==> config.mk <==
export PLATFORM = sky130hd
export DESIGN_NAME = btbm_momentum
export DESIGN_NICKNAME = d
export VERILOG_FILES = /design/src/rtl/core/btbm_pkg.sv /design/src/rtl/core/btbm_momentum.sv
export SDC_FILE = /design/constraint.sdc
export NUM_CORES = 2
export LEC_CHECK = 0
export BUFFER_PORTS_ARGS = -buffer_cell sky130_fd_sc_hd__buf_2
export CORE_MARGIN = 2
export CORE_UTILIZATION = 40
export DETAILED_ROUTE_END_ITERATION = 10
export GPL_ROUTABILITY_DRIVEN = 0
export SYNTH_ARGS = -nofsm -noshare
export SYNTH_HDL_FRONTEND = slang
export SYNTH_SLANG_ARGS = --single-unit
==> constraint.sdc <==
create_clock -name clk -period 18.8 [get_ports clk]
set_clock_uncertainty 0.1 [all_clocks]
set_input_delay 4.7 -clock clk [delete_from_list [all_inputs] [get_ports clk]]
set_output_delay 4.7 -clock clk [all_outputs]
set_load 0.01 [all_outputs]
==> src/rtl/core/btbm_pkg.sv <==
`timescale 1ns / 1ps
// Package: shared types, constants and tables of the back-to-back track pair matcher.
package btbm_pkg;

	localparam int DEFAULT_MAX_TRACKS = 64;
	localparam int CORDIC_STEPS = 16;
	localparam int CORDIC_W = 36;
	localparam int ANGLE_Z_W = 18;
	localparam logic [15:0] INV_GAIN = 16'd39797;
	localparam logic [17:0] P_MAX = 18'd262143;
	localparam int ROOT_STEPS = 20;
	localparam int ROOT_W = 40;
	localparam int INDEX_W = 6;
	localparam logic [5:0] MAX_RESULTS = 6'd63;

	localparam int PADDR_W = 5;

	typedef enum logic [2:0] {
		REG_MIN_HITS     = 3'd0,
		REG_ANGLE_WINDOW = 3'd1,
		REG_X_WINDOW     = 3'd2,
		REG_Y_WINDOW     = 3'd3,
		REG_Z_WINDOW     = 3'd4
	} reg_index_t;

	localparam logic [7:0]  MIN_HITS_RST     = 8'd20;
	localparam logic [15:0] ANGLE_WINDOW_RST = 16'd313;
	localparam logic [15:0] X_WINDOW_RST     = 16'd32;
	localparam logic [15:0] Y_WINDOW_RST     = 16'd32;
	localparam logic [15:0] Z_WINDOW_RST     = 16'd64;

	// One stored track as it travels around the ring of cells.
	typedef struct packed {
		logic signed [17:0] x;
		logic signed [17:0] y;
		logic signed [15:0] z;
		logic [15:0]        dir;
		logic [17:0]        p;
		logic               qual;
	} track_t;

	// Handshake between the top level and an iterative unit.
	typedef struct packed {
		logic start;
	} unit_ctl_t;

	typedef struct packed {
		logic busy;
	} unit_sts_t;

	// Arctangent of 2^-i in 1/65536 of a turn.
	function automatic logic [13:0] atan_turn(input logic [3:0] i);
		logic [13:0] v;
		case (i)
			4'd0:    v = 14'd8192;
			4'd1:    v = 14'd4836;
			4'd2:    v = 14'd2555;
			4'd3:    v = 14'd1297;
			4'd4:    v = 14'd651;
			4'd5:    v = 14'd326;
			4'd6:    v = 14'd163;
			4'd7:    v = 14'd81;
			4'd8:    v = 14'd41;
			4'd9:    v = 14'd20;
			4'd10:   v = 14'd10;
			4'd11:   v = 14'd5;
			4'd12:   v = 14'd3;
			4'd13:   v = 14'd1;
			4'd14:   v = 14'd1;
			default: v = 14'd0;
		endcase
		return v;
	endfunction

endpackage

==> src/rtl/core/btbm_momentum.sv <==
`timescale 1ns / 1ps
// Total momentum: two multiply stages, then a bit-serial square root.
module btbm_momentum (
	input  logic                clk,
	input  logic                arst_n,
	input  btbm_pkg::unit_ctl_t ctl,
	output btbm_pkg::unit_sts_t sts,
	input  logic [15:0]         pt,
	input  logic signed [15:0]  tanl,
	output logic [17:0]         p
);
	import btbm_pkg::*;

	typedef enum logic [1:0] {PH_IDLE, PH_MUL, PH_ROOT} phase_t;

	phase_t             phase_q;
	logic [4:0]         cnt_q;
	logic [31:0]        pt2_s1;
	logic [31:0]        fac_s1;
	logic [ROOT_W-1:0]  v_q, res_q, bit_q;
	logic [63:0]        prod;
	logic [31:0]        t2;
	logic [ROOT_W-1:0]  trial;

	always_comb begin
		t2 = 32'(tanl * tanl);
		prod = 64'(pt2_s1) * 64'(fac_s1);
		trial = res_q + bit_q;
	end

	always_ff @(posedge clk or negedge arst_n) begin
		if (!arst_n) begin
			phase_q <= PH_IDLE;
			cnt_q <= '0;
		end else begin
			case (phase_q)
				PH_IDLE: begin
					if (ctl.start) phase_q <= PH_MUL;
				end
				PH_MUL: begin
					phase_q <= PH_ROOT;
					cnt_q <= '0;
				end
				PH_ROOT: begin
					cnt_q <= cnt_q + 5'd1;
					if (cnt_q == 5'(ROOT_STEPS - 1)) phase_q <= PH_IDLE;
				end
				default: phase_q <= PH_IDLE;
			endcase
		end
	end

	always_ff @(posedge clk) begin
		if (ctl.start) begin
			pt2_s1 <= 32'(pt) * 32'(pt);
			fac_s1 <= 32'h0100_0000 + t2;
		end
		if (phase_q == PH_MUL) begin
			v_q <= prod[63:24];
			res_q <= '0;
			bit_q <= ROOT_W'(1) << (2 * (ROOT_STEPS - 1));
		end else if (phase_q == PH_ROOT) begin
			if (v_q >= trial) begin
				v_q <= v_q - trial;
				res_q <= (res_q >> 1) + bit_q;
			end else begin
				res_q <= res_q >> 1;
			end
			bit_q <= bit_q >> 2;
		end
	end

	assign sts.busy = (phase_q != PH_IDLE) || ctl.start;
	assign p = (res_q > ROOT_W'(P_MAX)) ? P_MAX : res_q[17:0];

endmodule

== Yosys cells after proc, flatten, opt, wreduce, memory -nomap -nowiden ==
Index checks and enable logic that the tools add are counted.

* Register bits: 171
* Bits in latches: 0
* RAM bits: 0
* Bits in read-only memories: 0
* Input port bits: 35
* Output and inout bits: 19
* Memories kept: 0

* Add/subtract/negate cells: 5
* $mul: 3
* Divide/modulo/power cells: 0
* Order comparisons: 2
* Equality and inequality tests: 5
* Shifts and indexed selects: 0
* Multiplexer cells: 9
* Bitwise gates (word level): 0
* Reductions and logical operators: 7

{| class="wikitable"
|+ Operator list
! cell !! count
|-
| 40-bit two-way mux || 4
|-
| 16-bit by 16-bit multiplier with 32-bit output || 2
|-
| 32-bit by 32-bit multiplier with 64-bit output || 1
|-
| 39-bit by 39-bit adder with 40-bit output || 1
|-
| 40-bit by 39-bit adder with 40-bit output || 1
|-
| 40-bit greater-or-equal comparator || 1
|-
| 40-bit by 18-bit greater-than comparator with 1-bit output (second input constant) || 1
|-
| 40-bit subtractor || 1
|-
| 25-bit by 32-bit adder with 32-bit output (first input constant) || 1
|-
| 18-bit two-way mux || 1
|-
| 5-bit case mux with 2 select lines || 1
|-
| 2-bit case mux with 3 select lines || 1
|-
| 2-bit nonzero test || 3
|-
| 5-bit by 1-bit adder with 5-bit output (second input constant) || 1
|-
| 5-bit == test (second input constant) || 1
|-
| 2-bit two-way mux || 2
|-
| 2-bit inequality test (second input constant) || 2
|-
| 2-bit AND reduction || 2
|-
| 2-bit by 1-bit == test with 1-bit output (second input constant) || 1
|-
| 2-bit == test (second input constant) || 1
|-
| 2-bit logical NOT || 1
|-
| 1-bit logical OR || 1
|}

== Longest topological paths before layout ==
* Depth after elaboration: 5
* Depth in mapped cells: 27
* Gate-level depth less buffers: 26

== Least setup slack after synthesis ==
Ideal clock, no wire load.

* Path kind: input to register
* Start: in tanl[1]
* End: reg fac_s1[30], data pin
* Arrival time: 10366 ps
* Required time: 18438 ps
* Setup slack: 8072 ps
* Stages on the path: 24
* Path buffers: 2
* Cells stage by stage: clkbuf_1 -> clkbuf_1 -> nand2_1 -> fa_1 -> inv_1 -> fa_1 -> inv_1 -> fa_1 -> inv_1 -> fa_1 -> inv_1 -> fa_1 -> inv_1 -> fa_1 -> ha_1 -> and3_1 -> and3_1 -> o311ai_1 -> a31oi_1 -> a221o_1 -> a31o_2 -> a21oi_1 -> a21oi_1 -> xor2_1

* Word-level cells in the longest chain between the ends: 2

{| class="wikitable"
|+ RTL lines
! item !! line !! source
|-
| start: declaration || btbm_momentum.sv:9 || <nowiki>input logic signed [15:0] tanl,</nowiki>
|-
| 16-bit by 16-bit multiplier with 32-bit output || btbm_momentum.sv:26 || <nowiki>t2 = 32'(tanl * tanl);</nowiki>
|-
| 25-bit by 32-bit adder with 32-bit output || btbm_momentum.sv:56 || <nowiki>fac_s1 <= 32'h0100_0000 + t2;</nowiki>
|-
| end signal: assignment || btbm_momentum.sv:56 ||
|-
| end: declaration || btbm_momentum.sv:19 || <nowiki>logic [31:0] fac_s1;</nowiki>
|}

Every way passes these cells.
A chain may end at the register's enable or synchronous reset.

== Final worst setup path ==
* Start: in pt[4]
* End: reg pt2_s1[28], data pin

* Word-level cells in the longest chain between the ends: 1

{| class="wikitable"
|+ RTL lines
! item !! line !! source
|-
| start: declaration || btbm_momentum.sv:8 || <nowiki>input logic [15:0] pt,</nowiki>
|-
| 16-bit by 16-bit multiplier with 32-bit output || btbm_momentum.sv:55 || <nowiki>pt2_s1 <= 32'(pt) * 32'(pt);</nowiki>
|-
| end signal: assignment || btbm_momentum.sv:55 ||
|-
| end: declaration || btbm_momentum.sv:18 || <nowiki>logic [31:0] pt2_s1;</nowiki>
|}

Every way passes these cells.

==> flow_summary_export.csv <==
group,metric,value,unit
timing,worstMarginPinSlew,1.28,ns
timing,slew_headroom,14.9,%
logic_synthesis,synth_top_area_share,43.2,%
detailed_routing,drt_wl_total,147000,um
floorplanning,initial_utilization,40.2,%
critical_path,crit_type,"input pin to flop",
global_route,grt_antenna_before_repair,2,
clock_tree,ctsHoldBuffers,0,
clock_tree,cts_sinks,169,
logic_synthesis,synthMuxAreaShare,0.730,%
detailed_routing,dr.pass1.iters,5,
detailed_routing,drt_iter0_drc,2592,
worst_hold_path,whs_endpoint,"res_q[0]$_SDFFE_PP0P_",
logic_synthesis,synthTopCellsByArea,"fa_1 (43%), ha_1 (12%), inv_1 (9.2%), and2_1 (7.3%), edfxtp_1 (5.2%)",
clock_tree,htree_levels,4,
critical_path,rr_startpoint,"fac_s1[2]$_DFFE_PP_",
timing,min_period_over_period,56.9,%
final_layout,area_delta_synth_final,4.79,%
logic_synthesis,yosys_warnings,0,
floorplanning,die_w,386,um
place,dp_cells,8134,
timing,rsz0062_at_grt,"false",
worst_hold_path,hp-class,"flop to flop",
clock_tree,cts-root-buf,"clkbuf_16",
logic_synthesis,yosys.area_share.adder,55.4,%
logic_synthesis,ys_ff_latch,169,
logic_synthesis,synth_most_common_cell,"inv_1",
global_route,grt_pass1_wl,239000,um
critical_path,worstPathMaxFanout,13,
timing,finalHoldViolCount,0,
place,portBuffers,53,
detailed_routing,vias,41500,
logic_synthesis,synth_area,0.0584,mm2
clock_tree,clkSlewWorstSetupHoldPaths,0.07,ns
worst_hold_path,min-delay-start,"res_q[0]$_SDFFE_PP0P_",
critical_path,r2r_setup_slack,9.72,ns
logic_synthesis,seq_area_frac_synth,7.60,%
floorplanning,num_rows,140,
clock_tree,clock_path_buffers,2,
clock_tree,clk_latency,0.51,ns
final_layout,instances_no_fill,8168,
logic_synthesis,synth_compound_area_share,6.99,%
critical_path,cp-start-kind,"input pin",
outcome,status,"completed",
logic_synthesis,synthSimpleGateAreaFrac,15.3,%
global_route,grt_usage,20.4,%
floorplanning,core_area,0.145,mm2
detailed_routing,vias_per_cell,5.09,
clock_tree,cts_resized,0,
final_layout,fin_nets,8102,
logic_synthesis,synth.top_cells.by_count,"inv_1 (1427), fa_1 (1261), and2_1 (683)",
timing,slew_violations,0,
critical_path,rr_worst_depth,22,
place,hpwlAfterDp,112000,um
clock_tree,post-cts-setup-buffers,0,
floorplanning,die-area,0.149,mm2
logic_synthesis,syn_inst,6363,
logic_synthesis,avgSynthCellArea,9.19,um2
global_route,grt-ovfl-total,0,
critical_path,worstPathArrival,10.83,ns
timing,fin_crit,10.70,ns
global_route,grt_pass1_vias,43700,
logic_synthesis,synth_ff_type,"edfxtp_1",
worst_hold_path,hold_path_depth,2,
floorplanning,die_height,386,um
critical_path,cp_data_required_time,18.94,ns
logic_synthesis,synthXorXnorAreaFrac,2.98,%
detailed_routing,drc,0,
critical_path,crit_path_end_kind,"flop",
run,max_cap_viol_count,0,
logic_synthesis,synth_cell_type_count,79,
timing,finalSetupTns,0,ns
detailed_routing,ant_nets,0,
clock_tree,cts_buffers,17,
critical_path,regToRegEndpoint,"v_q[33]$_DFFE_PP_",
timing,setup_viol,0,
global_route,grt_max_degree,71,
logic_synthesis,async_flop_share,4.14,%
final_layout,drive_gt1_share,3.23,%
timing,fmax,93.5,MHz
detailed_routing,post_drt_wl_per_cell,17.9,um
logic_synthesis,synth-edff-count,102,
clock_tree,cts_tree,"yes",
logic_synthesis,synth_top_family_by_area,"adder cells",
logic_synthesis,post-synth-top-area-cell,"fa_1",
floorplanning,pin_count,54,
cell families (layout without fill, tap and decap cells):
kind of cell | after synthesis | in the layout
fa+ha+maj | 1831 | 1831
simple gates | 1780 | 1780
buf+inv | 1713 | 1583
compound gates | 627 | 627
xor+xnor | 199 | 199
flops | 169 | 169
mux | 42 | 42
other cells | 2 | 20
area by class of cell:
class                      instances  area [um2]
inverter                        1429        5360
clock buffer                      22         497
sequential                       169        4440
clock inverter                    10        97.6
tap                             1917        2400
fill                           14300       84100
timing repair buffer             122         783
antenna                            2        5.00
multi-input combinational       4497       47700
worst max-delay path, cell delays in order:
cell and delay (ns):
buf_2 0.19, inv_1 0.25, nor2_1 0.10, fa_1 0.54, inv_1 0.07, fa_1 0.54
inv_1 0.04, ha_1 0.18, fa_1 0.50, inv_1 0.05, fa_1 0.52, inv_1 0.05
fa_1 0.44, ha_1 0.35, o21a_1 0.12, o21ai_0 0.16, a21oi_1 0.09, a221oi_1 0.39
o21ai_0 0.29, a21oi_1 0.53, o21ai_0 0.27, o21ai_0 0.20, nand2_1 0.08, xor2_1 0.16
registers in the layout, indices dropped and copies added, names as in the netlist:
| signal | flops |
|---|---|
| res_q | 40 |
| v_q | 40 |
| fac_s1 | 31 |
| pt2_s1 | 31 |
| bit_q | 20 |
| cnt_q | 5 |
| phase_q | 2 |
cell usage in the layout, fill, tap and decap left out, drive strengths merged, types with 12 or more instances in the layout:
cell    instances
fa           1261
nor4           14
nand4          21
edfxtp        102
mux2i          37
nor2b          24
nor3           25
o21bai         38
a31o           20
o21ai         112
nand2b         48
inv          1436
conb           18
a211oi         27
a21oi         187
xnor2         130
nand3          40
or2            12
a31oi          37
o31ai          12
a21o           80
and3           22
and2          684
or3            17
ha            570
buf           122
nand2         655
nor2          206
xor2           69
o21a           17
a311oi         12
clkbuf         22
dfxtp          60
through the flow:
step	setup slack (ns)	instance area [um2]	util (%)	hold WS (ns)
6_report	8.10	61200	42.1	0.421
4_1_cts	8.12	61200	42.1	0.438
3_3_place_gp	7.61	60600	41.7	0.411
2_1_floorplan	8.07	58500	-	0.373
5_1_grt	7.69	61200	42.1	0.448
3_5_place_dp	7.59	60600	41.7	0.418
layer usage:
layer  global-route usage [%]  vias to the layer above  wire, um
met3                     2.47                      207      7930
met2                     33.8                     1137     70000
met5                        0                        -         0
met1                     28.1                    21200     64600
met4                     5.89                        0      4030
li1                         -                    19000         -
worst max-delay path by stage:
stage	from	endpoint	slack [ns]	depth (start not counted)
floorplan	tanl[1]	fac_s1[30]$_DFFE_PP_	8.07	24
global placement	pt[3]	pt2_s1[28]$_DFFE_PP_	7.61	25
detailed placement	pt[3]	pt2_s1[28]$_DFFE_PP_	7.59	25
CTS	pt[3]	pt2_s1[28]$_DFFE_PP_	8.12	25
global route	pt[4]	pt2_s1[30]$_DFFE_PP_	7.69	24
finish	pt[4]	pt2_s1[28]$_DFFE_PP_	8.10	24
Power is not shown: default switching activity piles up to over one toggle a cycle in this logic, so the estimate is an artifact.
