==> src/rtl/core/btbm_pkg.sv <==
`timescale 1ns / 1ps
// Package: shared types, constants and tables of the back-to-back track pair matcher.
package btbm_pkg;

	localparam int DEFAULT_MAX_TRACKS = 64;
	localparam int CORDIC_STEPS = 16;
	localparam int CORDIC_W = 36;
	localparam int ANGLE_Z_W = 18;
	localparam logic [15:0] INV_GAIN = 16'd39797;
	localparam logic [17:0] P_MAX = 18'd262143;
	localparam int ROOT_STEPS = 20;
	localparam int ROOT_W = 40;
	localparam int INDEX_W = 6;
	localparam logic [5:0] MAX_RESULTS = 6'd63;

	localparam int PADDR_W = 5;

	typedef enum logic [2:0] {
		REG_MIN_HITS     = 3'd0,
		REG_ANGLE_WINDOW = 3'd1,
		REG_X_WINDOW     = 3'd2,
		REG_Y_WINDOW     = 3'd3,
		REG_Z_WINDOW     = 3'd4
	} reg_index_t;

	localparam logic [7:0]  MIN_HITS_RST     = 8'd20;
	localparam logic [15:0] ANGLE_WINDOW_RST = 16'd313;
	localparam logic [15:0] X_WINDOW_RST     = 16'd32;
	localparam logic [15:0] Y_WINDOW_RST     = 16'd32;
	localparam logic [15:0] Z_WINDOW_RST     = 16'd64;

	// One stored track as it travels around the ring of cells.
	typedef struct packed {
		logic signed [17:0] x;
		logic signed [17:0] y;
		logic signed [15:0] z;
		logic [15:0]        dir;
		logic [17:0]        p;
		logic               qual;
	} track_t;

	// Handshake between the top level and an iterative unit.
	typedef struct packed {
		logic start;
	} unit_ctl_t;

	typedef struct packed {
		logic busy;
	} unit_sts_t;

	// Arctangent of 2^-i in 1/65536 of a turn.
	function automatic logic [13:0] atan_turn(input logic [3:0] i);
		logic [13:0] v;
		case (i)
			4'd0:    v = 14'd8192;
			4'd1:    v = 14'd4836;
			4'd2:    v = 14'd2555;
			4'd3:    v = 14'd1297;
			4'd4:    v = 14'd651;
			4'd5:    v = 14'd326;
			4'd6:    v = 14'd163;
			4'd7:    v = 14'd81;
			4'd8:    v = 14'd41;
			4'd9:    v = 14'd20;
			4'd10:   v = 14'd10;
			4'd11:   v = 14'd5;
			4'd12:   v = 14'd3;
			4'd13:   v = 14'd1;
			4'd14:   v = 14'd1;
			default: v = 14'd0;
		endcase
		return v;
	endfunction

endpackage

==> src/rtl/core/btbm_cell.sv <==
`timescale 1ns / 1ps
// One ring cell: holds a stored track and takes its neighbor's track on a shift.
module btbm_cell (
	input  logic             clk,
	input  logic             shift,
	input  btbm_pkg::track_t d,
	output btbm_pkg::track_t q
);
	import btbm_pkg::*;

	track_t trk_q;

	always_ff @(posedge clk) begin
		if (shift) trk_q <= d;
	end

	assign q = trk_q;

endmodule

==> config.mk <==
export PLATFORM = sky130hd
export DESIGN_NAME = btbm_cell
export DESIGN_NICKNAME = d
export VERILOG_FILES = /design/src/rtl/core/btbm_pkg.sv /design/src/rtl/core/btbm_cell.sv
export SDC_FILE = /design/constraint.sdc
export NUM_CORES = 1
export LEC_CHECK = 0
export ABC_AREA = 1
export BUFFER_PORTS_ARGS = -buffer_cell sky130_fd_sc_hd__buf_2
export CORE_MARGIN = 2
export CORE_UTILIZATION = 46
export CTS_BUF_LIST = sky130_fd_sc_hd__clkbuf_4 sky130_fd_sc_hd__clkbuf_8
export DETAILED_ROUTE_END_ITERATION = 7
export PLACE_DENSITY = 0.85
export SETUP_SLACK_MARGIN = 0.02
export SLEW_MARGIN = 20
export SYNTH_ARGS = -nofsm -noshare
export SYNTH_HDL_FRONTEND = slang
export SYNTH_SLANG_ARGS = --single-unit
==> constraint.sdc <==
create_clock -name clk -period 1.2 [get_ports clk]
set_input_delay 0.24 -clock clk [delete_from_list [all_inputs] [get_ports clk]]
set_output_delay 0.24 -clock clk [all_outputs]
set_load 0.02 [all_outputs]
# After elaboration in Yosys (flattened, before gate mapping)
# Cells that the tools add are included.
[word_totals]
output_inout_bits = 87
inputBits = 89
reg_bits = 87

# Longest topological paths before layout
# Gate-level depths: netlist of the first run.
[depth]
depth_word = 0
depth_mapped = 0
depth_no_buf = 0

# Worst setup path before layout of the first run
# No wires, ideal clock.
[synth_timing]
path_kind = "register to output"
start = "reg trk_q, in the netlist q[0]"
end = "out q[0] (netlist bit)"
stages_incl_launch_ff = 1
arrival_time_ps = 449
slack_ps = 511
cell_sequence = "edfxtp_1"
[synth_rtl]
columns = ["item", "line_no", "source"]
rows = [
  ["start: declaration", "btbm_cell.sv:11", "track_t trk_q;"],
  ["start signal: assignment", "btbm_cell.sv:14", "if (shift) trk_q <= d;"],
  ["end: declaration", "btbm_cell.sv:7", "output btbm_pkg::track_t q"],
]
# No word-level cell between the ends.

# Worst setup path in the final report of the first run
[layout_timing]
start = "reg trk_q, in the netlist q[21]"
end = "out q[21] (netlist bit)"
# No word-level cell between the ends.

==> flow_metrics.tcl, run 1 <==
set metrics [dict create \
    antenna_found_initial 0 \
    quantity_of_hold_fixing_buffers_added_after_cts 0 \
    status "finished with violations" \
    cts-root-buf "sky130_fd_sc_hd__clkbuf_8" \
    dr.first_iter.drc_count 84 \
    diodes 0 \
    synth_fp_nets 176 \
    synth_cells 87 \
    first_global_vias 1638 \
    portion_of_total_power_attributed_to_sequential_cells_pct 57.5 \
    post-route-min-period_ns 1.202 \
    synth-seq-area-share_pct 100.0 \
    cts.htree.levels 3 \
    setup_slack_ns -0.001852 \
    hold_ws_ns 0.06035 \
    cp.arrival_ns 0.96 \
    cts_post_setup_buffers_inserted 0 \
    critical_path.startpoint "q[21]$_DFFE_PP_" \
    floorplan.initialDensity_pct 47.44 \
    critical_path_cell_count 1 \
    fmax_ghz 0.8320 \
    cell_area_after_technology_mapping_um2 2613 \
    dr.pass1.iters 4 \
    simple_gate_area_share_of_the_yosys_netlist_pct 0 \
    crit_path_end "q[21]" \
    power_density_nw_per_um2 1666 \
    crit_family "flip-flops" \
    grt_start_max_net_pins 47 \
    critical_path.max_stage_delay_ns 0.43 \
    power_leakage_nw 1.661 \
    wire_per_inst_um 16.04 \
    drt-total-wl_um 5645 \
    grt_setup_unrepaired "yes" \
    clock_tree_from_tritoncts "yes" \
    finalWeightedCongestion 0.7196 \
    worst_setup_path_end_kind "output pin" \
    post_route_cells_drive_above_1_share_pct 68.57 \
    area_growth_pct 46.41 \
    worst_pin_slew_ns 0.2397 \
    worst-setup-path-type "reg -> out" \
    die_height_um 79.36 \
    multi_input_comb_area_um2 0 \
    maxCapViolCount 0 \
    timing_hold_violations_final 0 \
    floorplan.io_pins 176 \
    final-seq-area_um2 2613 \
    power_report.internal_total_w 0.004855 \
    critPathRequiredTime_ns 0.96 \
    drt_drc_violations_left 0 \
    remaining_global_route_overflow 0 \
    power_frac_comb_pct 11.9 \
    hold_path.class "in -> reg" \
    failed_checks "setup timing" \
    fin_total_pwr_w 0.006372 \
    synth_xor_xnor_area_share_pct 0 \
    switchingPower_w 0.001516 \
    crit_chain "buf_2" \
    nNetsFinal 364 \
    critPathMaxFanout 1 \
    synth_compound_area_share_pct 0 \
    final.fill_count 387 \
    critical_path.n_buffers_inverters 1 \
    core.rowCount 27 \
    die_area_um2 6298 \
    post_synth_fa_ha_maj_area_fraction_pct 0 \
    cts_sinks 87 \
    number_of_flip_flops_in_the_largest_register 87 \
    cts.clk_slew.worst_paths_ns 0.09 \
    muxShareOfSynthArea_pct 0 \
    slew_headroom_pct 84.02 \
    io_buffers 175 \
    final-setup-viol-count 1 \
    core-area_um2 5507 \
    crit_slowest_cell "sky130_fd_sc_hd__edfxtp_1" \
    cts_inserted_buffers 9 \
    max_vdd_drop_mv 1.089 \
    detailroute.via_count 1590 \
    clock_path_buffers 2 \
    startpoint_type "flop" \
    post_drt_via_cell_ratio 4.517 \
    synthesis.area_per_instance_um2 30.03 \
    fraction_of_the_cycle_the_final_worst_path_needs_pct 100.2 \
    synthesized_flop_and_latch_total 87 \
    width_of_the_chip_um 79.36 \
    maxSlewViolCount 0 \
    power_switching_share_pct 23.79 \
    yosys_warnings 0 \
    p_clk_share_pct 30.7 \
    grt.total_usage_pct 17.49 \
    drt.antenna.violating_nets 0 \
    synth_cell_types 1 \
    grt_first_pass_wirelength_um 7790 \
    multiInputCombCellCount 0 \
]
how the worst min path moves through the flow:
stage,startpoint,end,slack [ns],depth (start not counted)
floorplan,d[0],q[0]$_DFFE_PP_,0.34,0
global placement,d[7],q[7]$_DFFE_PP_,0.42,1
detailed placement,d[9],q[9]$_DFFE_PP_,0.42,1
CTS,d[5],q[5]$_DFFE_PP_,0.05,1
global route,d[29],q[29]$_DFFE_PP_,0.05,1
finish,d[72],q[72]$_DFFE_PP_,0.06,1
power groups by stage:
stage | logic (W) | clock network, W | registers (W)
floorplan | 0 | 0 | 0.00406
global placement | 0.000743 | 0 | 0.00372
detailed placement | 0.000754 | 0 | 0.00373
CTS | 0.000756 | 0.00199 | 0.00366
global route | 0.000801 | 0.00211 | 0.00368
finish | 0.000755 | 0.00196 | 0.00366
synth_stat cells:
master                      n  area share (%)
sky130_fd_sc_hd__edfxtp_1  87             100
cell type report:
cell class              count  area share (%)
repair buffers            177           24.34
clock buffers              10           3.435
flip-flops and latches     87           68.30
well taps                  72           2.355
clock inverters             6           1.570
logic make-up after synthesis:
| logic type | after synthesis |
|---|---|
| flops | 87 |
placed cells by master, fill, tap and decap left out:
cell                         count
sky130_fd_sc_hd__clkbuf_4        1
sky130_fd_sc_hd__buf_4           1
sky130_fd_sc_hd__buf_6           2
sky130_fd_sc_hd__buf_12          2
sky130_fd_sc_hd__buf_2         172
sky130_fd_sc_hd__inv_6           1
sky130_fd_sc_hd__clkinvlp_4      1
sky130_fd_sc_hd__clkinv_2        2
sky130_fd_sc_hd__clkbuf_8        9
sky130_fd_sc_hd__bufinv_16       1
sky130_fd_sc_hd__clkinv_1        1
sky130_fd_sc_hd__edfxtp_1       87
repair_timing:
item / in CTS / in global routing
resized for setup: 0 / 4
setup endpoints to repair: 0 / 3
hold endpoints to repair: 0 / 0
routing by layer:
metal	vias up	global-route usage [%]	routed length (um)
li1	731	-	-
met4	0	11.03	150
met1	735	17.82	1919
met3	12	8.864	704
met5	-	0	0
met2	112	28.39	2870
per-stage QoR:
| stage | TNS, ns | util (%) | instances | setup WS, ns | instance area [um2] |
|---|---|---|---|---|---|
| global placement | 0 | 65.76 | 336 | 0.2708 | 3621 |
| CTS | 0 | 69.23 | 352 | 0.03099 | 3812 |
| global route | -0.02400 | 69.46 | 352 | -0.02400 | 3825 |
| floorplan | 0 | - | 87 | 0.5105 | 2613 |
| detailed placement | 0 | 65.76 | 336 | 0.2597 | 3621 |
| finish | -0.001852 | 69.46 | 352 | -0.001852 | 3825 |
No activity file was read; power rests on OpenSTA's default activity.
==> run 2: changes to the inputs <==
==> constraint.sdc (replaced) <==
create_clock -name clk -period 1.4 [get_ports clk]
set_input_delay 0.28 -clock clk [delete_from_list [all_inputs] [get_ports clk]]
set_output_delay 0.28 -clock clk [all_outputs]
set_load 0.02 [all_outputs]
==> flow_metrics.tcl, run 2 (synthesized netlist as in run 1, its figures left out) <==
set metrics [dict create \
    clock_path_buffers 2 \
    crit_slowest_cell "sky130_fd_sc_hd__edfxtp_1" \
    drt_drc_violations_left 0 \
    final_cell_mix "174 x sky130_fd_sc_hd__buf_2, 87 x sky130_fd_sc_hd__edfxtp_1, 9 x sky130_fd_sc_hd__clkbuf_8, 3 x sky130_fd_sc_hd__clkinv_1" \
    fin_total_pwr_w 0.005520 \
    crit_chain "buf_2" \
    dr.pass1.iters 4 \
    floorplan.io_pins 176 \
    cts-root-buf "sky130_fd_sc_hd__clkbuf_8" \
    critPathRequiredTime_ns 1.12 \
    width_of_the_chip_um 79.36 \
    final.fill_count 371 \
    maxSlewViolCount 0 \
    worst_setup_path_end_kind "output pin" \
    cts.htree.levels 3 \
    post_drt_via_cell_ratio 4.467 \
    post_route_cells_drive_above_1_share_pct 67.74 \
    antenna_found_initial 0 \
    worst-setup-path-type "reg -> out" \
    placement.cell_area_um2 3621 \
    die_area_um2 6298 \
    postLayoutCellArea_um2 3821 \
    remaining_global_route_overflow 0 \
    slew_headroom_pct 84.07 \
    finalWeightedCongestion 0.7194 \
    final-setup-viol-count 0 \
    floorplan.initialDensity_pct 47.44 \
    worst_pin_slew_ns 0.2389 \
    first_global_vias 1567 \
    drt.antenna.violating_nets 0 \
    max_vdd_drop_mv 0.9543 \
    fraction_of_the_cycle_the_final_worst_path_needs_pct 83.57 \
    multi_input_comb_area_um2 0 \
    detailroute.via_count 1568 \
    quantity_of_hold_fixing_buffers_added_after_cts 0 \
    multiInputCombCellCount 0 \
    status "finished clean" \
    core-area_um2 5507 \
    wire_per_inst_um 15.19 \
    cts.clk_slew.worst_paths_ns 0.08 \
    nNetsFinal 364 \
    cts_resized 0 \
    timing.setup.tns_ns 0 \
    grt_first_pass_wirelength_um 7458 \
    cts_inserted_buffers 9 \
    power_density_nw_per_um2 1445 \
    cts_post_setup_buffers_inserted 0 \
    cp.arrival_ns 0.89 \
    number_of_flip_flops_in_the_largest_register 87 \
    startpoint_type "flop" \
    clock_tree_from_tritoncts "yes" \
    grt_setup_unrepaired "no" \
    critical_path.n_buffers_inverters 1 \
    critPathMaxFanout 1 \
    hold_path.class "in -> reg" \
    io_buffers 175 \
    cts_sinks 87 \
    die_height_um 79.36 \
    diodes 0 \
    grt.total_usage_pct 17.08 \
    maxCapViolCount 0 \
    fmax_ghz 0.8548 \
    power_leakage_nw 1.661 \
    core.rowCount 27 \
    critical_path.max_stage_delay_ns 0.38 \
    timing_hold_violations_final 0 \
    grt_start_max_net_pins 47 \
    post-route-min-period_ns 1.170 \
    mostFrequentLayoutCell "sky130_fd_sc_hd__buf_2" \
    area_growth_pct 46.26 \
    final-seq-area_um2 2613 \
    crit_family "flip-flops" \
    dr.first_iter.drc_count 87 \
    drt-total-wl_um 5330 \
]
run 2: path summary, 6_finish.rpt:
check / startpoint / endpoint / depth (start not counted)
min: d[80] / q[80]$_DFFE_PP_ / 1
max: q[13]$_DFFE_PP_ / q[13] / 1
run 2: power by group:
| part | leakage, nW | total [W] | internal, W | switching (W) |
|---|---|---|---|---|
| Sequential | 0.851 | 0.00314 | 0.00309 | 0.0000451 |
| Combinational | 0.708 | 0.000637 | 0.000227 | 0.000410 |
| Clock | 0.102 | 0.00175 | 0.000974 | 0.000773 |
run 2: metal layers:
layer	up-vias	share of wire (%)	global-route usage, %
met5	-	0	0
met4	0	0.98	10.34
met3	4	13	8.523
met2	110	51	27.03
met1	727	35	18.35
li1	727	-	-
run 2: layout make-up:
| class | instances | area share (%) |
|---|---|---|
| Clock buffer | 9 | 3.242 |
| Clock inverter | 6 | 1.997 |
| Sequential cell | 87 | 68.37 |
| Tap cell | 72 | 2.358 |
| Timing Repair Buffer | 177 | 24.03 |
run 2: stage by stage:
step	std cells	util, %	hold WS [ns]	worst slack, ns
after global routing	351	69.39	0.09154	0.1752
after detailed placement	336	65.76	0.4581	0.4224
after CTS	351	69.39	0.09663	0.1909
final	351	69.39	0.1189	0.2301
after floorplan	87	-	0.3789	0.6705
after global placement	336	65.76	0.4563	0.4306
==> run 3: changes to the inputs <==
--- a/config.mk
+++ b/config.mk
@@ -8,10 +8,10 @@
 export ABC_AREA = 1
 export BUFFER_PORTS_ARGS = -buffer_cell sky130_fd_sc_hd__buf_2
 export CORE_MARGIN = 2
-export CORE_UTILIZATION = 46
+export CORE_UTILIZATION = 38
 export CTS_BUF_LIST = sky130_fd_sc_hd__clkbuf_4 sky130_fd_sc_hd__clkbuf_8
 export DETAILED_ROUTE_END_ITERATION = 7
-export PLACE_DENSITY = 0.85
+export PLACE_DENSITY = 0.75
 export SETUP_SLACK_MARGIN = 0.02
 export SLEW_MARGIN = 20
 export SYNTH_ARGS = -nofsm -noshare
==> constraint.sdc (replaced) <==
create_clock -name clk -period 0.9 [get_ports clk]
set_input_delay 0.18 -clock clk [delete_from_list [all_inputs] [get_ports clk]]
set_output_delay 0.18 -clock clk [all_outputs]
set_load 0.02 [all_outputs]
==> flow_metrics.tcl, run 3 (synthesized netlist as in run 1, its figures left out) <==
set metrics [dict create \
    status "finished with violations" \
    failed_checks "setup timing" \
    grt_first_pass_wirelength_um 9991 \
    io_buffers 175 \
    first_global_vias 2044 \
    number_of_flip_flops_in_the_largest_register 87 \
    core.rowCount 30 \
    crit_family "flip-flops" \
    cp.arrival_ns 0.94 \
    drt_drc_violations_left 0 \
    post-route-min-period_ns 1.115 \
    instances_no_fill 440 \
    antenna_found_initial 0 \
    power_leakage_nw 2.153 \
    slew_headroom_pct 88.55 \
    timing_hold_violations_final 0 \
    core-area_um2 6719 \
    cts.clk_slew.worst_paths_ns 0.08 \
    cts-root-buf "sky130_fd_sc_hd__clkbuf_8" \
    final.fill_count 381 \
    grt_start_max_net_pins 32 \
    critical_path_cell_count 1 \
    final_cell_mix "105 x sky130_fd_sc_hd__buf_2, 87 x sky130_fd_sc_hd__edfxtp_1, 76 x sky130_fd_sc_hd__dlygate4sd3_1, 69 x sky130_fd_sc_hd__buf_6, 9 x sky130_fd_sc_hd__clkbuf_8" \
    fmax_ghz 0.8967 \
    cts_post_setup_buffers_inserted 0 \
    crit_slowest_cell "sky130_fd_sc_hd__edfxtp_1" \
    grt_setup_unrepaired "yes" \
    maxCapViolCount 0 \
    crit_chain "buf_6" \
    critPathMaxFanout 1 \
    critical_path.n_buffers_inverters 1 \
    drt.antenna.violating_nets 0 \
    area_growth_pct 93.87 \
    die_area_um2 7554 \
    met1_usage_pct 18.69 \
    clock_path_buffers 2 \
    cts_inserted_buffers 9 \
    power_density_nw_per_um2 1856 \
    critPathRequiredTime_ns 0.72 \
    floorplan.io_pins 176 \
    nNetsFinal 444 \
    width_of_the_chip_um 86.92 \
    setup_slack_ns -0.2152 \
    critical_path.startpoint "q[25]$_DFFE_PP_" \
    post_drt_via_cell_ratio 4.461 \
    crit_path_end "q[25]" \
    max_vdd_drop_mv 1.220 \
    hold_ws_ns 0.02064 \
    die_height_um 86.92 \
    final-setup-viol-count 87 \
    drt-total-wl_um 7890 \
    worst-setup-path-type "reg -> out" \
    place.detailed.hpwl_um 4364 \
    placed_cells 348 \
    dr.pass1.iters 4 \
    top_usage_layer "met2" \
    worst_pin_slew_ns 0.1718 \
    mostFrequentLayoutCell "sky130_fd_sc_hd__buf_2" \
    maxSlewViolCount 0 \
    grt.total_usage_pct 18.78 \
    hold_path.class "in -> reg" \
    grtUsageMet3_pct 7.014 \
    final_core_utilization_pct 75.38 \
    remaining_global_route_overflow 0 \
    critical_path.max_stage_delay_ns 0.43 \
    worst_setup_path_end_kind "output pin" \
    diodes 0 \
    wire_per_inst_um 17.93 \
    cts.htree.levels 3 \
    startpoint_type "flop" \
    dr.first_iter.drc_count 91 \
    multiInputCombCellCount 0 \
    grt_util_met2_pct 34.28 \
    detailroute.via_count 1963 \
    floorplan.initialDensity_pct 38.88 \
    multi_input_comb_area_um2 0 \
    post_route_cells_drive_above_1_share_pct 54.44 \
    finalWeightedCongestion 0.7060 \
    fraction_of_the_cycle_the_final_worst_path_needs_pct 123.9 \
    clock_tree_from_tritoncts "yes" \
    cts_sinks 87 \
]
[run 3: worst min-delay path by stage]
stage / endpoint / startpoint / cells past startpoint
3_5_place_dp: q[78]$_DFFE_PP_ / d[78] / 1
5_1_grt: q[51]$_DFFE_PP_ / d[51] / 1
6_report: q[51]$_DFFE_PP_ / d[51] / 1
2_1_floorplan: q[0]$_DFFE_PP_ / d[0] / 0
4_1_cts: q[63]$_DFFE_PP_ / d[63] / 1
3_3_place_gp: q[22]$_DFFE_PP_ / d[22] / 1
[run 3: routing by layer]
layer	routed length, um	vias to the layer above
li1	-	891
met1	2521	943
met2	4597	114
met3	560	15
met4	210	0
met5	0	-
[run 3: repair_timing]
item | CTS | global route
setup endpoints to repair | 87 | 87
gates resized for setup | 52 | 86
hold buffers | 71 | 5
hold endpoints to repair | 71 | 5
[run 3: report_power, final]
group | switching [W] | total, W | internal [W]
clock | 0.00132 | 0.00286 | 0.00154
combinational | 0.000726 | 0.00158 | 0.000857
sequential | 0.000144 | 0.00496 | 0.00482
total | 0.00218 | 0.00940 | 0.00722
[run 3: layout make-up]
| cell class | count | area (um2) | area share, % |
|---|---|---|---|
| clock buffer | 9 | 123.9 | 2.446 |
| timing repair buffer | 257 | 2141 | 42.27 |
| clock inverter | 7 | 87.58 | 1.729 |
| tap | 80 | 100.1 | 1.976 |
| sequential | 87 | 2613 | 51.58 |
[run 3: metrics by stage]
step	TNS, ns	instance area (um2)	setup slack, ns	total power, W
after floorplan	0	2613	0.2705	0.005408
after global placement	0	3661	0.008654	0.005977
after detailed placement	0	3661	0.008233	0.006001
after CTS	-15.64	4746	-0.2202	0.009205
after global routing	-18.04	5065	-0.2486	0.009730
final	-14.22	5065	-0.2152	0.009402
